==> src/hdl/tlip_fifo.sv <==
// tlip_fifo: small register FIFO between front and back.
// No package dependencies.
`default_nettype none
module tlip_fifo #(
	parameter int WIDTH = 8,
	parameter int DEPTH = 4
) (
	input  wire logic             clk,
	input  wire logic             arst_n,
	input  wire logic             push,
	input  wire logic [WIDTH-1:0] wdata,
	output logic                  full,
	input  wire logic             pop,
	output logic [WIDTH-1:0]      rdata,
	output logic                  not_empty
);
	localparam int PTR_W = (DEPTH > 1) ? $clog2(DEPTH) : 1;

	logic [WIDTH-1:0] mem_q [DEPTH];
	logic [PTR_W-1:0] wr_q, rd_q;
	logic [PTR_W:0]   cnt_q;
	logic             do_push, do_pop;

	assign full      = (cnt_q == (PTR_W+1)'(DEPTH));
	assign not_empty = (cnt_q != '0);
	assign rdata     = mem_q[rd_q];
	assign do_push   = push && !full;
	assign do_pop    = pop && not_empty;

	always_ff @(posedge clk) begin
		if (do_push) begin
			mem_q[wr_q] <= wdata;
		end
	end

	always_ff @(posedge clk or negedge arst_n) begin
		if (!arst_n) begin
			wr_q  <= '0;
			rd_q  <= '0;
			cnt_q <= '0;
		end else begin
			if (do_push) begin
				wr_q <= (wr_q == PTR_W'(DEPTH-1)) ? '0 : wr_q + 1'b1;
			end
			if (do_pop) begin
				rd_q <= (rd_q == PTR_W'(DEPTH-1)) ? '0 : rd_q + 1'b1;
			end
			if (do_push && !do_pop) begin
				cnt_q <= cnt_q + 1'b1;
			end else if (do_pop && !do_push) begin
				cnt_q <= cnt_q - 1'b1;
			end
		end
	end
endmodule
`default_nettype wire

==> config.mk <==
export PLATFORM = sky130hd
export DESIGN_NAME = tlip_fifo
export DESIGN_NICKNAME = d
export VERILOG_FILES = /design/src/hdl/tlip_fifo.sv
export SDC_FILE = /design/constraint.sdc
export NUM_CORES = 1
export LEC_CHECK = 0
export BUFFER_PORTS_ARGS = -buffer_cell sky130_fd_sc_hd__buf_4
export CAP_MARGIN = 40
export CORE_MARGIN = 3
export CORE_UTILIZATION = 44
export DETAILED_ROUTE_END_ITERATION = 10
export PLACE_DENSITY_LB_ADDON = 0.08
export SETUP_SLACK_MARGIN = 0.3
export SYNTH_ARGS = -nofsm -noshare
export SYNTH_HDL_FRONTEND = slang
export SYNTH_SLANG_ARGS = --single-unit
==> constraint.sdc <==
create_clock -name clk -period 2.8 [get_ports clk]
set_input_delay 0.84 -clock clk [delete_from_list [all_inputs] [get_ports clk]]
set_output_delay 0.84 -clock clk [all_outputs]
set_load 0.02 [all_outputs]
==> results.cfg <==
[setup_path]
crit_family = flip-flops
critPathBufInv = 1
crit_chain = mux4_2, buf_4
critPathSlowestCell = dfrtp_4
arrival_ns = 1.54
r2r_cells = 8
r2r_end = cnt_q[2]
critical_path_class = reg2out
worstPathMaxFanout = 11
reg2reg_slack_ns = 0.71
cp_slowest_stage_delay_ns = 0.55
cp.required_ns = 1.96
critical_path.startpoint_type = register
timing.rr.start = cnt_q[0]
cp-end-kind = output pin

[yosys]
synth-xor-area-share = 0.0161
synth_edf_count = 32
netlist.area_leader.share = 0.589
synth_top_family_by_area = multiplexers
yosysMostFrequentCell = edfxtp_1
synth_seq_area_share = 0.696
synthArstFlopShare = 0.179
synth_nets = 98
syn-cell-area_sq_mm = 0.00163
muxShareOfSynthArea = 0.154
syn-mean-instance-area_sq_um = 20.7
yosysWarnings = 0
synth_seq_cells = 39
synth_top_area_cell = edfxtp_1
synth_adder_area_share = 0.0583
synth-compound-area-share = 0
synth-simple-area-share = 0.0560
synth_cells = 79
ys.flop_type = edfxtp_1
yosys-top-cells-area = edfxtp_1 (59%), mux4_2 (11%), dfrtp_1 (11%)
synth_common_cells = edfxtp_1 (32), mux4_2 (8), dfrtp_1 (7)
synthDistinctLibCells = 19

[place]
dpl_cell_area_sq_mm = 0.00183
gp_congestion = 0.825
port_buffers = 21
placed_cells = 143
place_ws_ns = 0.404

[pwr]
power.leakage_nw = 0.727
sw_frac_of_total = 0.316
intPower_mw = 1.40
power.density_mw_per_mm2 = 1060
pwr-share-comb = 0.359
switchingPower_mw = 0.643
p_seq_frac = 0.456
max-vdd-ir-drop_uv = 479
finalPower_mw = 2.04
clockPowerShare = 0.185

[timing]
maxSlewHeadroom = 0.709
fin_skew_ns = 0.00546
tightest_slew_ns = 0.437
worst_slack_ns = 0.421
setup_viol = 0
finalHoldViolCount = 0
rsz0062_at_grt = no
finalCritPeriodShare = 0.850
finalSetupTns_ns = 0
fmax_ghz = 0.420
drv_slew = 0
period_minus_slack_ns = 2.38
hold_ws_ns = 0.356

[routing]
drt_pass1_iterations = 4
vias = 740
drc = 0
detail_route.wl_per_cell_um = 15.3
viasPerCell = 4.90
ant_nets = 0
drtIter0Drc = 30
wl_um = 2310

[final_layout]
area_growth_pct = 17.8
regArea_sq_mm = 0.00114
multi_input_area_sq_um = 464
fin_cells = 151
final_nets = 123
final_area_sq_mm = 0.00192
utilization = 0.558
antenna_cells = 0
drive_above_1_share = 0.476
n_fill_cell = 276

[clocking]
cts_buffers = 5
clk_path_buf_depth = 2
clkTransAtPathRegs_ns = 0.07
cts_sinks = 39
cts_root_buffer = clkbuf_8
cts_tree = yes
clk_latency_ns = 0.28
htree_num_levels = 2

[status]
status = finished clean

[grt]
grt_max_degree = 13
antenna_found_initial = 0
grt-ovfl-total = 0
grt_use_total = 0.128
grt_pass1_vias = 765
grt_pass1_wl_um = 3970

[floorplanning]
dieArea_sq_mm = 0.00447
fp.coreArea_sq_mm = 0.00344
initial_core_util = 0.474
die_y_um = 66.9
rows = 21
chipWidth_um = 66.9
num_io_pins = 22

[min_path]
min_path_type = in2async

[job]
max_cap_violations = 0
-- repair_timing --
item | 4_1_cts | 5_1_grt
resized for setup | 1 | 1
hold buffers | 0 | 0
buffers inserted | 0 | 0
endpoints found under the setup margin | 8 | 1
pin swaps | 0 | 0
-- final cells by class --
| type | instances | area share |
|---|---|---|
| Timing Repair Buffer | 21 | 0.0820 |
| Inverter | 3 | 0.00586 |
| Sequential cell | 39 | 0.593 |
| Tap cell | 46 | 0.0299 |
| Clock inverter | 1 | 0.00260 |
| Multi-Input combinational cell | 34 | 0.242 |
| Clock buffer | 7 | 0.0449 |
-- power by group through the flow --
stage	logic, mW	clock network (mW)	registers [mW]
floorplan	0.593	0	0.858
global placement	0.737	0	0.936
detailed placement	0.746	0	0.940
CTS	0.749	0.390	0.932
global route	0.801	0.416	0.957
finish	0.732	0.377	0.930
-- worst max path at each step --
| stage | start | depth (start not counted) | slack [ns] | to |
|---|---|---|---|---|
| 6_report | rd_q[0] | 2 | 0.42 | rdata[7] |
| 5_1_grt | rd_q[0] | 2 | 0.35 | rdata[7] |
| 4_1_cts | rd_q[0] | 2 | 0.34 | rdata[7] |
| 3_5_place_dp | push | 8 | 0.40 | cnt_q[2] |
| 3_3_place_gp | push | 8 | 0.44 | cnt_q[2] |
| 2_1_floorplan | push | 6 | 0.65 | cnt_q[1] |
-- sequential cells by signal (all words and copies together), names as in the netlist --
signal and cells:
wr_q 2, mem_q 32, rd_q 2, cnt_q 3
-- cells in the final DEF, fill, tap and decap left out --
cell / instances
dfrtp_4: 1
clkbuf_8: 6
xnor2_1: 1
edfxtp_1: 32
clkinv_2: 1
nor2_1: 3
and2_2: 4
nand2_4: 1
mux4_2: 8
ha_1: 6
buf_4: 21
mux2_4: 4
xor2_1: 2
nor2b_2: 1
mux2_2: 1
dfrtp_1: 6
or3_4: 1
clkbuf_1: 1
inv_1: 3
fa_1: 1
nor3b_4: 1
-- layer usage --
metal,global-route usage,up-vias,share of wire
li1,-,348,-
met1,0.161,371,0.44
met2,0.196,16,0.49
met3,0.0422,5,0.052
met4,0.0684,0,0.022
met5,0,-,0
-- kinds of logic (layout without fill, tap and decap cells) --
kind of cell / Yosys count / after routing
AND/OR/NAND/NOR: 11 / 11
buffers and inverters: 6 / 32
adder cells (fa/ha/maj): 7 / 7
flip-flops: 39 / 39
XOR/XNOR: 3 / 3
multiplexers: 13 / 13
No activity file was read; power rests on OpenSTA's default activity.
