--- src/hdl/tlip_pkg.sv ---
// tlip_pkg: shared constants and types for the three-line intersection block.
// No dependencies.
`default_nettype none
package tlip_pkg;
	localparam int COEF_W    = 32;          // coefficient / coordinate width
	localparam int FRAC_BITS = 16;          // fraction bits of the fixed-point format
	localparam int PROD_W    = 2 * COEF_W;  // full product width
	localparam int WIDE_W    = PROD_W + 1;  // difference of two products
	localparam int TOL_W     = 16;          // register field width
	localparam int QDEPTH    = 4;           // job queue depth

	typedef logic signed [COEF_W-1:0] coef_t;
	typedef logic signed [PROD_W-1:0] prod_t;
	typedef logic signed [WIDE_W-1:0] wide_t;

	// one line pair, ready for division
	typedef struct packed {
		logic  skip;   // degenerate line or parallel pair
		logic  last;   // final pair of its item
		wide_t det;
		wide_t nx;
		wide_t ny;
	} job_t;

	typedef struct packed {
		coef_t x;
		coef_t y;
		logic  ovf;
	} point_t;

	localparam int JOB_W = $bits(job_t);
endpackage
`default_nettype wire

--- src/hdl/tlip_div.sv ---
// tlip_div: saturating signed divider, (num << FRAC_BITS) / den, two quotient bits a cycle.
// Depends on tlip_pkg.
`default_nettype none
module tlip_div (
	input  wire logic             clk,
	input  wire logic             arst_n,
	input  wire logic             start,
	input  wire tlip_pkg::wide_t  num,
	input  wire tlip_pkg::wide_t  den,
	output logic                  done,
	output tlip_pkg::coef_t       quo,
	output logic                  ovf
);
	import tlip_pkg::*;

	localparam int STEPS = COEF_W / 2;
	localparam int CNT_W = $clog2(STEPS);

	logic              run_q, fin_q, done_q, neg_q, big_q, ovf_q;
	logic [CNT_W-1:0]  cnt_q;
	logic [WIDE_W-1:0] d_q, r_q;
	logic [COEF_W-1:0] l_q, q_q;
	coef_t             quo_q;

	logic [WIDE_W-1:0] n_abs, d_abs, hi;
	logic [WIDE_W:0]   t1, t2;
	logic [WIDE_W-1:0] r1, r2;
	logic              ge1, ge2;
	logic [COEF_W:0]   lim;
	logic [COEF_W-1:0] qm;

	assign n_abs = num[WIDE_W-1] ? WIDE_W'(-num) : WIDE_W'(num);
	assign d_abs = den[WIDE_W-1] ? WIDE_W'(-den) : WIDE_W'(den);
	assign hi    = n_abs >> (COEF_W - FRAC_BITS);

	assign t1  = {r_q, l_q[COEF_W-1]};
	assign ge1 = t1 >= {1'b0, d_q};
	assign r1  = ge1 ? WIDE_W'(t1 - {1'b0, d_q}) : WIDE_W'(t1);
	assign t2  = {r1, l_q[COEF_W-2]};
	assign ge2 = t2 >= {1'b0, d_q};
	assign r2  = ge2 ? WIDE_W'(t2 - {1'b0, d_q}) : WIDE_W'(t2);

	// magnitude limit: 2^(W-1) for a negative quotient, 2^(W-1)-1 otherwise
	assign lim = ((COEF_W+1)'(1) << (COEF_W - 1)) - (neg_q ? '0 : (COEF_W+1)'(1));
	assign qm  = (big_q || {1'b0, q_q} > lim) ? lim[COEF_W-1:0] : q_q;

	assign done = done_q;
	assign quo  = quo_q;
	assign ovf  = ovf_q;

	always_ff @(posedge clk) begin
		if (start && !run_q) begin
			d_q   <= d_abs;
			r_q   <= hi;
			l_q   <= COEF_W'(n_abs << FRAC_BITS);
			neg_q <= num[WIDE_W-1] != den[WIDE_W-1];
			big_q <= hi >= d_abs;
			cnt_q <= '0;
		end else if (run_q) begin
			r_q   <= r2;
			l_q   <= l_q << 2;
			q_q   <= {q_q[COEF_W-3:0], ge1, ge2};
			cnt_q <= cnt_q + 1'b1;
		end
		if (fin_q) begin
			quo_q <= neg_q ? coef_t'(-qm) : coef_t'(qm);
			ovf_q <= big_q || ({1'b0, q_q} > lim);
		end
	end

	always_ff @(posedge clk or negedge arst_n) begin
		if (!arst_n) begin
			run_q  <= 1'b0;
			fin_q  <= 1'b0;
			done_q <= 1'b0;
		end else begin
			done_q <= fin_q;
			fin_q  <= run_q && (cnt_q == CNT_W'(STEPS - 1));
			if (start && !run_q) begin
				run_q <= 1'b1;
			end else if (run_q && cnt_q == CNT_W'(STEPS - 1)) begin
				run_q <= 1'b0;
			end
		end
	end
endmodule
`default_nettype wire

--- src/hdl/tlip_back.sv ---
// tlip_back: divides queued pairs, merges and sorts points, and sends the results.
// Depends on tlip_pkg and tlip_div.
`default_nettype none
module tlip_back (
	input  wire logic                         clk,
	input  wire logic                         arst_n,
	input  wire logic                         job_valid,
	input  wire tlip_pkg::job_t               job,
	output logic                              job_pop,
	input  wire logic [tlip_pkg::TOL_W-1:0]   tol,
	input  wire logic [tlip_pkg::TOL_W-1:0]   snap,
	output logic                              out_valid,
	input  wire logic                         out_ready,
	output logic [1:0]                        point_count,
	output logic                              has_point,
	output tlip_pkg::coef_t                   point_x,
	output tlip_pkg::coef_t                   point_y,
	output logic                              overflow,
	output logic                              last
);
	import tlip_pkg::*;

	localparam logic [1:0] ST_IDLE = 2'd0;
	localparam logic [1:0] ST_DIV  = 2'd1;
	localparam logic [1:0] ST_SORT = 2'd2;
	localparam logic [1:0] ST_HAND = 2'd3;

	logic [1:0] state_q, sort_q, cnt_q;
	logic       last_q;
	point_t     pts_q [3];

	logic       emit_q;
	logic [1:0] ecnt_q, eidx_q;
	point_t     epts_q [3];

	logic   start, xdone, ydone, xovf, yovf, match, swap, pair_done;
	coef_t  xq, yq;
	point_t cand, pi, pj, cur;
	logic [1:0] si, sj;

	tlip_div u_divx (
		.clk(clk), .arst_n(arst_n), .start(start), .num(job.nx), .den(job.det),
		.done(xdone), .quo(xq), .ovf(xovf)
	);
	tlip_div u_divy (
		.clk(clk), .arst_n(arst_n), .start(start), .num(job.ny), .den(job.det),
		.done(ydone), .quo(yq), .ovf(yovf)
	);

	assign job_pop   = (state_q == ST_IDLE) && job_valid;
	assign start     = job_pop && !job.skip;
	assign pair_done = xdone && ydone;

	assign cand.x   = xq;
	assign cand.y   = yq;
	assign cand.ovf = xovf || yovf;

	always_comb begin
		match = 1'b0;
		for (int i = 0; i < 3; i++) begin
			if (2'(i) < cnt_q && pts_q[i].x == cand.x && pts_q[i].y == cand.y) begin
				match = 1'b1;
			end
		end
	end

	always_comb begin
		unique case (sort_q)
			2'd0:    begin si = 2'd0; sj = 2'd1; end
			2'd1:    begin si = 2'd0; sj = 2'd2; end
			default: begin si = 2'd1; sj = 2'd2; end
		endcase
		pi = pts_q[si];
		pj = pts_q[sj];
	end

	function automatic logic need_swap(point_t a, point_t b, logic [TOL_W-1:0] t);
		logic signed [COEF_W:0] dx, dy, adx, ts;
		dx  = {a.x[COEF_W-1], a.x} - {b.x[COEF_W-1], b.x};
		dy  = {a.y[COEF_W-1], a.y} - {b.y[COEF_W-1], b.y};
		adx = (dx < 0) ? -dx : dx;
		ts  = $signed((COEF_W+1)'(t));
		return (dx > ts) || (adx < ts && dy > ts);
	endfunction

	function automatic coef_t snap_val(coef_t v, logic [TOL_W-1:0] s);
		logic [COEF_W:0] m;
		m = v[COEF_W-1] ? (COEF_W+1)'(-{v[COEF_W-1], v}) : (COEF_W+1)'(v);
		return (m < (COEF_W+1)'(s)) ? coef_t'(0) : v;
	endfunction

	assign swap = (sj < cnt_q) && need_swap(pi, pj, tol);

	// result side
	assign cur         = epts_q[eidx_q];
	assign out_valid   = emit_q;
	assign point_count = ecnt_q;
	assign has_point   = (ecnt_q != 2'd0);
	assign point_x     = has_point ? snap_val(cur.x, snap) : '0;
	assign point_y     = has_point ? snap_val(cur.y, snap) : '0;
	assign overflow    = has_point && cur.ovf;
	assign last        = (ecnt_q == 2'd0) || (eidx_q == ecnt_q - 2'd1);

	always_ff @(posedge clk) begin
		if (state_q == ST_DIV && pair_done && !match) begin
			pts_q[cnt_q] <= cand;
		end
		if (state_q == ST_SORT && swap) begin
			pts_q[si] <= pj;
			pts_q[sj] <= pi;
		end
		if (state_q == ST_HAND && !emit_q) begin
			for (int i = 0; i < 3; i++) begin
				epts_q[i] <= pts_q[i];
			end
			ecnt_q <= cnt_q;
		end
		if (job_pop) begin
			last_q <= job.last;
		end
	end

	always_ff @(posedge clk or negedge arst_n) begin
		if (!arst_n) begin
			state_q <= ST_IDLE;
			sort_q  <= 2'd0;
			cnt_q   <= 2'd0;
			emit_q  <= 1'b0;
			eidx_q  <= 2'd0;
		end else begin
			unique case (state_q)
				ST_IDLE: begin
					if (job_valid) begin
						if (!job.skip) begin
							state_q <= ST_DIV;
						end else if (job.last) begin
							state_q <= ST_SORT;
						end
					end
				end
				ST_DIV: begin
					if (pair_done) begin
						if (!match) begin
							cnt_q <= cnt_q + 2'd1;
						end
						state_q <= last_q ? ST_SORT : ST_IDLE;
					end
				end
				ST_SORT: begin
					if (sort_q == 2'd2) begin
						sort_q  <= 2'd0;
						state_q <= ST_HAND;
					end else begin
						sort_q <= sort_q + 2'd1;
					end
				end
				default: begin
					if (!emit_q) begin
						cnt_q   <= 2'd0;
						state_q <= ST_IDLE;
					end
				end
			endcase

			if (state_q == ST_HAND && !emit_q) begin
				emit_q <= 1'b1;
				eidx_q <= 2'd0;
			end else if (emit_q && out_ready) begin
				if (last) begin
					emit_q <= 1'b0;
				end else begin
					eidx_q <= eidx_q + 2'd1;
				end
			end
		end
	end
endmodule
`default_nettype wire

--- config.mk ---
export PLATFORM = sky130hd
export DESIGN_NAME = tlip_back
export DESIGN_NICKNAME = d
export VERILOG_FILES = /design/src/hdl/tlip_pkg.sv /design/src/hdl/tlip_div.sv /design/src/hdl/tlip_back.sv
export SDC_FILE = /design/constraint.sdc
export NUM_CORES = 2
export LEC_CHECK = 0
export BUFFER_PORTS_ARGS = -buffer_cell sky130_fd_sc_hd__buf_2
export CAP_MARGIN = 20
export CORE_ASPECT_RATIO = 1.25
export CORE_MARGIN = 2
export CORE_UTILIZATION = 65
export DETAILED_ROUTE_END_ITERATION = 10
export PLACE_DENSITY = 0.94
export SETUP_SLACK_MARGIN = 0.5
export SYNTH_ARGS = -nofsm -noshare
export SYNTH_HDL_FRONTEND = slang
export SYNTH_SLANG_ARGS = --single-unit
--- constraint.sdc ---
create_clock -name clk -period 18 [get_ports clk]
set_clock_uncertainty 0.2 [all_clocks]
set_input_delay 1.8 -clock clk [delete_from_list [all_inputs] [get_ports clk]]
set_output_delay 1.8 -clock clk [all_outputs]
set_load 0.02 [all_outputs]
==> metrics.md <==
| Metric | Value |
|---|---|
| Synth Cell Area | 71880 um^2 |
| FF+latch count, synth | ~840 |
| Share of synthesized registers carrying an async set or reset | ~1.8% |
| Critical Path Source Type | register |
| Hold slack | between 0.2 and 0.3 ns |
| Deepest level of the CTS H-tree | 3 |
| Total core area | about 110000 um^2 |
| Skew-Pair Late Insertion Delay | roughly 0.74 ns |
| Number of enable flip-flop cells after synthesis | 787 |
| Number of port buffers | 303 |
| Classification of the worst-slack hold path | reg2reg |
| Final global-route overflow total | 0 |
| DRC viols | 0 |
| Hold_buf cts | 0 |
| Final ANT Viol Nets | 0 |
| Data required time at the worst endpoint | ~18 ns |
| Number of endpoints with negative hold slack in the final report | 0 |
| Share of post-route cells with drive strength above 1 | between 10 and 15% |
| Mean instance size in the synthesized netlist | around 9.1 um^2 |
| Global-route wire length before repair | between 300 and 400 mm |
| Largest vdd supply drop | approximately 0.00020 V |
| Critical-path top delay cell | a221oi_4 |
| Primary flip-flop cell chosen by synthesis mapping | edfxtp_1 |
| Die Span Y | 375.8 um |
| Sequential share of the synthesized area | between 30% and 40% |
| Share of the cycle needed by the critical path after routing | between 60% and 70% |
| Fin crit period | approximately 12 ns |
| Longest individual stage delay on the worst path | roughly 0.7 ns |
| Total number of clock tree sinks | around 840 |
| Antenna violations before repair | 24 |
| TritonCTS clock tree | yes |
| Starting Density | about two thirds |
| Launch point of the worst path | u_divy.l_q[31] |
| # nets final | 8839 |
| Origin of the worst min-delay path | pts_q[2][0] |
| Multi-input combinational cell area | 43830 um^2 |
| Main area contributors after synthesis | edfxtp_1 33%, ha_1 9.9%, xnor2_1 5.7% |
| Cell Rows | about 140 |
| Number of cells traversed by the worst register-to-register path | 36 |
| Final Max Slew Viols | roughly 40 |
| Max-cap check violation count | 0 |
| Result of the run | finished, violations left |
| Total Wirelength | roughly 260 mm |
| Via count | between 60000 and 70000 |
| FILL cells | 8090 |
| Die outline width | ~300 um |
| Violated checks | slew limit |
| Yosys synthesis warning count | 0 |
| Unique cell type count in the Yosys netlist | ~110 |
| Total leakage power | about 32 nW |
| Maximum number of pins on one net before global-route repair | 173 |
| Utilization after layout | a little over two thirds |
| Total clock buffers created by CTS | between 80 and 90 |
| Setup Buffers After CTS | 0 |
| Via count of the first global-routing pass | approximately 64000 |
| Clock-pin slew on the worst setup and hold paths | ~0.070 ns |
| Tightest Pin Transition | approximately 1.5 ns |
| Top fanout value on the critical path | 50 |
| Final count of negative-setup-slack endpoints | 0 |
| Maximum count of clock buffers along a single path | 3 |
| Root Buffer Master | clkbuf_16 |
| Overall global routing resource usage | between 40% and 50% |
| Unrepaired setup endpoints after global routing | no |
| Startpoint of the most critical register-to-register path | u_divy.l_q[31] |
| Area of the die | 113300 um^2 |
| Cells after synthesis | between 7000 and 8000 |
| Upper clock frequency limit | between 0.08 and 0.09 GHz |
| Boundary pin count | 304 |
| Crit path capture type | register |
| Final instance area | 77580 um^2 |
| Most Frequent Cell on Critical Path | a21oi_1 |
| Crit path DAT | between 10 and 15 ns |
| Post-synth top area cell | edfxtp_1 |
| Hold Path Stages | 0 |
| Resized Gates After CTS | 0 |
| Leading cell type by number of instances after synthesis | edfxtp_1 |
| Post-Synthesis Net Count | 8738 |
| Weighted congestion reported at the end of routability-driven placement | 1.069 |
| Synth top cells by count | 787 x edfxtp_1, 622 x nand2_1, 594 x o21ai_0, 569 x ha_1, 565 x a21oi_1 |
| Final total negative setup slack | 0 ns |
| Total half-perimeter wirelength after legalization and detailed placement | about 200 mm |
| Wirelength per Cell | around 27 um |
| Dpl cell area | between 70000 and 80000 um^2 |
| Synthesis-to-layout area growth | 7.936% |
| Pwr/cell area | ~220 nW/um^2 |
| Via-to-Cell Ratio | a little under 7 |
| Storage element area | roughly 25000 um^2 |
| Pre-antenna DRT Iters | 9 |
| Overall power of the completed layout | 0.01736 W |
| Critical path class | reg2reg |
| Share of the synthesized area in the top cell type | around 33% |
| Starting DRC count in detailed routing | about 8200 |
| Remaining max-slew budget at the tightest pin | -1.976% |
-- path summary, 6_finish.rpt --
kind	endpoint	slack (ns)
min	epts_q[2][0]	0.27
max	u_divy.r_q[33]	6.40
max reg2reg	u_divy.r_q[33]	6.40
min in group asynchronous	sort_q[0]	0.89
min reg2reg	epts_q[2][0]	0.27
max in group asynchronous	eidx_q[1]	16.24
-- kinds of logic (layout without fill, tap and decap cells) --
| logic type | Yosys count | after routing | share of synthesized area [%] |
|---|---|---|---|
| AO/OA/AOI/OAI | 2265 | 2265 | 20.20 |
| multiplexers | 489 | 489 | 7.208 |
| buffers and inverters | 864 | 1041 | 4.660 |
| XOR/XNOR | 670 | 670 | 8.164 |
| AND/OR/NAND/NOR | 2220 | 2220 | 15.11 |
| adder cells (fa/ha/maj) | 581 | 581 | 10.14 |
| other | 0 | 19 | 0 |
| flip-flops | 842 | 842 | 34.51 |
-- layout make-up --
class / count / share of cell area (%)
diodes: 19 / 0.06128
inverters: 504 / 2.448
well taps: 1449 / 2.337
flip-flops and latches: 842 / 31.99
clock buffers: 108 / 3.027
multi-input cells: 6225 / 56.50
clock inverters: 58 / 0.9289
repair buffers: 371 / 2.708
-- metal layers --
| metal | part of all wire [%] | track usage [%] | wire [um] | vias to the layer above |
|---|---|---|---|---|
| met5 | 0.050 | 0 | 128 | - |
| met4 | 13 | 46.58 | 32980 | 22 |
| met3 | 9.8 | 9.778 | 25070 | 1381 |
| met2 | 45 | 71.46 | 116300 | 4533 |
| met1 | 32 | 45.76 | 81720 | 30890 |
| li1 | - | - | - | 29700 |
-- critical path, delay by kind of cell, from the launching register on --
kind                       cells  cell delay, ns
AOI/OAI and AO/OA             26            7.93
adders and majority gates      3            0.83
DFF                            1            0.41
and+or+nand+nor                2            0.47
buffers and inverters          5            1.44
-- per-stage QoR --
step | std cells | worst slack [ns]
after CTS | 9552 | 6.643
after global routing | 9563 | 5.658
after floorplan | 7931 | 5.980
final | 9576 | 6.402
after global placement | 9386 | 6.979
after detailed placement | 9386 | 6.693
-- sequential cells by signal, indices dropped and copies added, names as in the netlist, 4 cells and up --
name and count:
epts_q 195, pts_q 195, u_divx.d_q 65, u_divx.r_q 65, u_divy.d_q 65, u_divy.r_q 65, u_divx.q_q 32, u_divx.quo 32
u_divy.q_q 32, u_divy.quo 32, u_divx.l_q 16, u_divy.l_q 16, u_divx.cnt_q 4, u_divy.cnt_q 4
-- placed cells by master, fill, tap and decap left out, types with 34 or more instances in the layout --
master	instances
edfxtp_1	787
nand2_1	621
o21ai_0	593
ha_1	569
a21oi_1	564
inv_1	492
nor2_1	489
xnor2_1	465
buf_2	304
mux2i_1	273
a21o_1	255
mux2_2	208
xor2_1	205
nor3_1	178
nand3_1	174
nand4_1	164
nor2b_1	103
nand2b_1	93
a31oi_1	93
or3_1	92
clkbuf_16	89
o31ai_1	86
o21a_1	80
a21boi_0	71
nor4_1	70
buf_4	62
and3_1	59
o21bai_1	47
a211oi_1	42
o211ai_1	40
dfxtp_1	40
and2_1	34
o311ai_0	34
-- report_power, final --
| part | total (W) | internal (W) | leakage, nW | switching (W) |
|---|---|---|---|---|
| Combinational | 0.0120 | 0.00477 | 22.6 | 0.00720 |
| Clock | 0.00197 | 0.00109 | 1.47 | 0.000875 |
| Sequential | 0.00342 | 0.00294 | 7.92 | 0.000481 |
(Power assumes the default switching activity.)
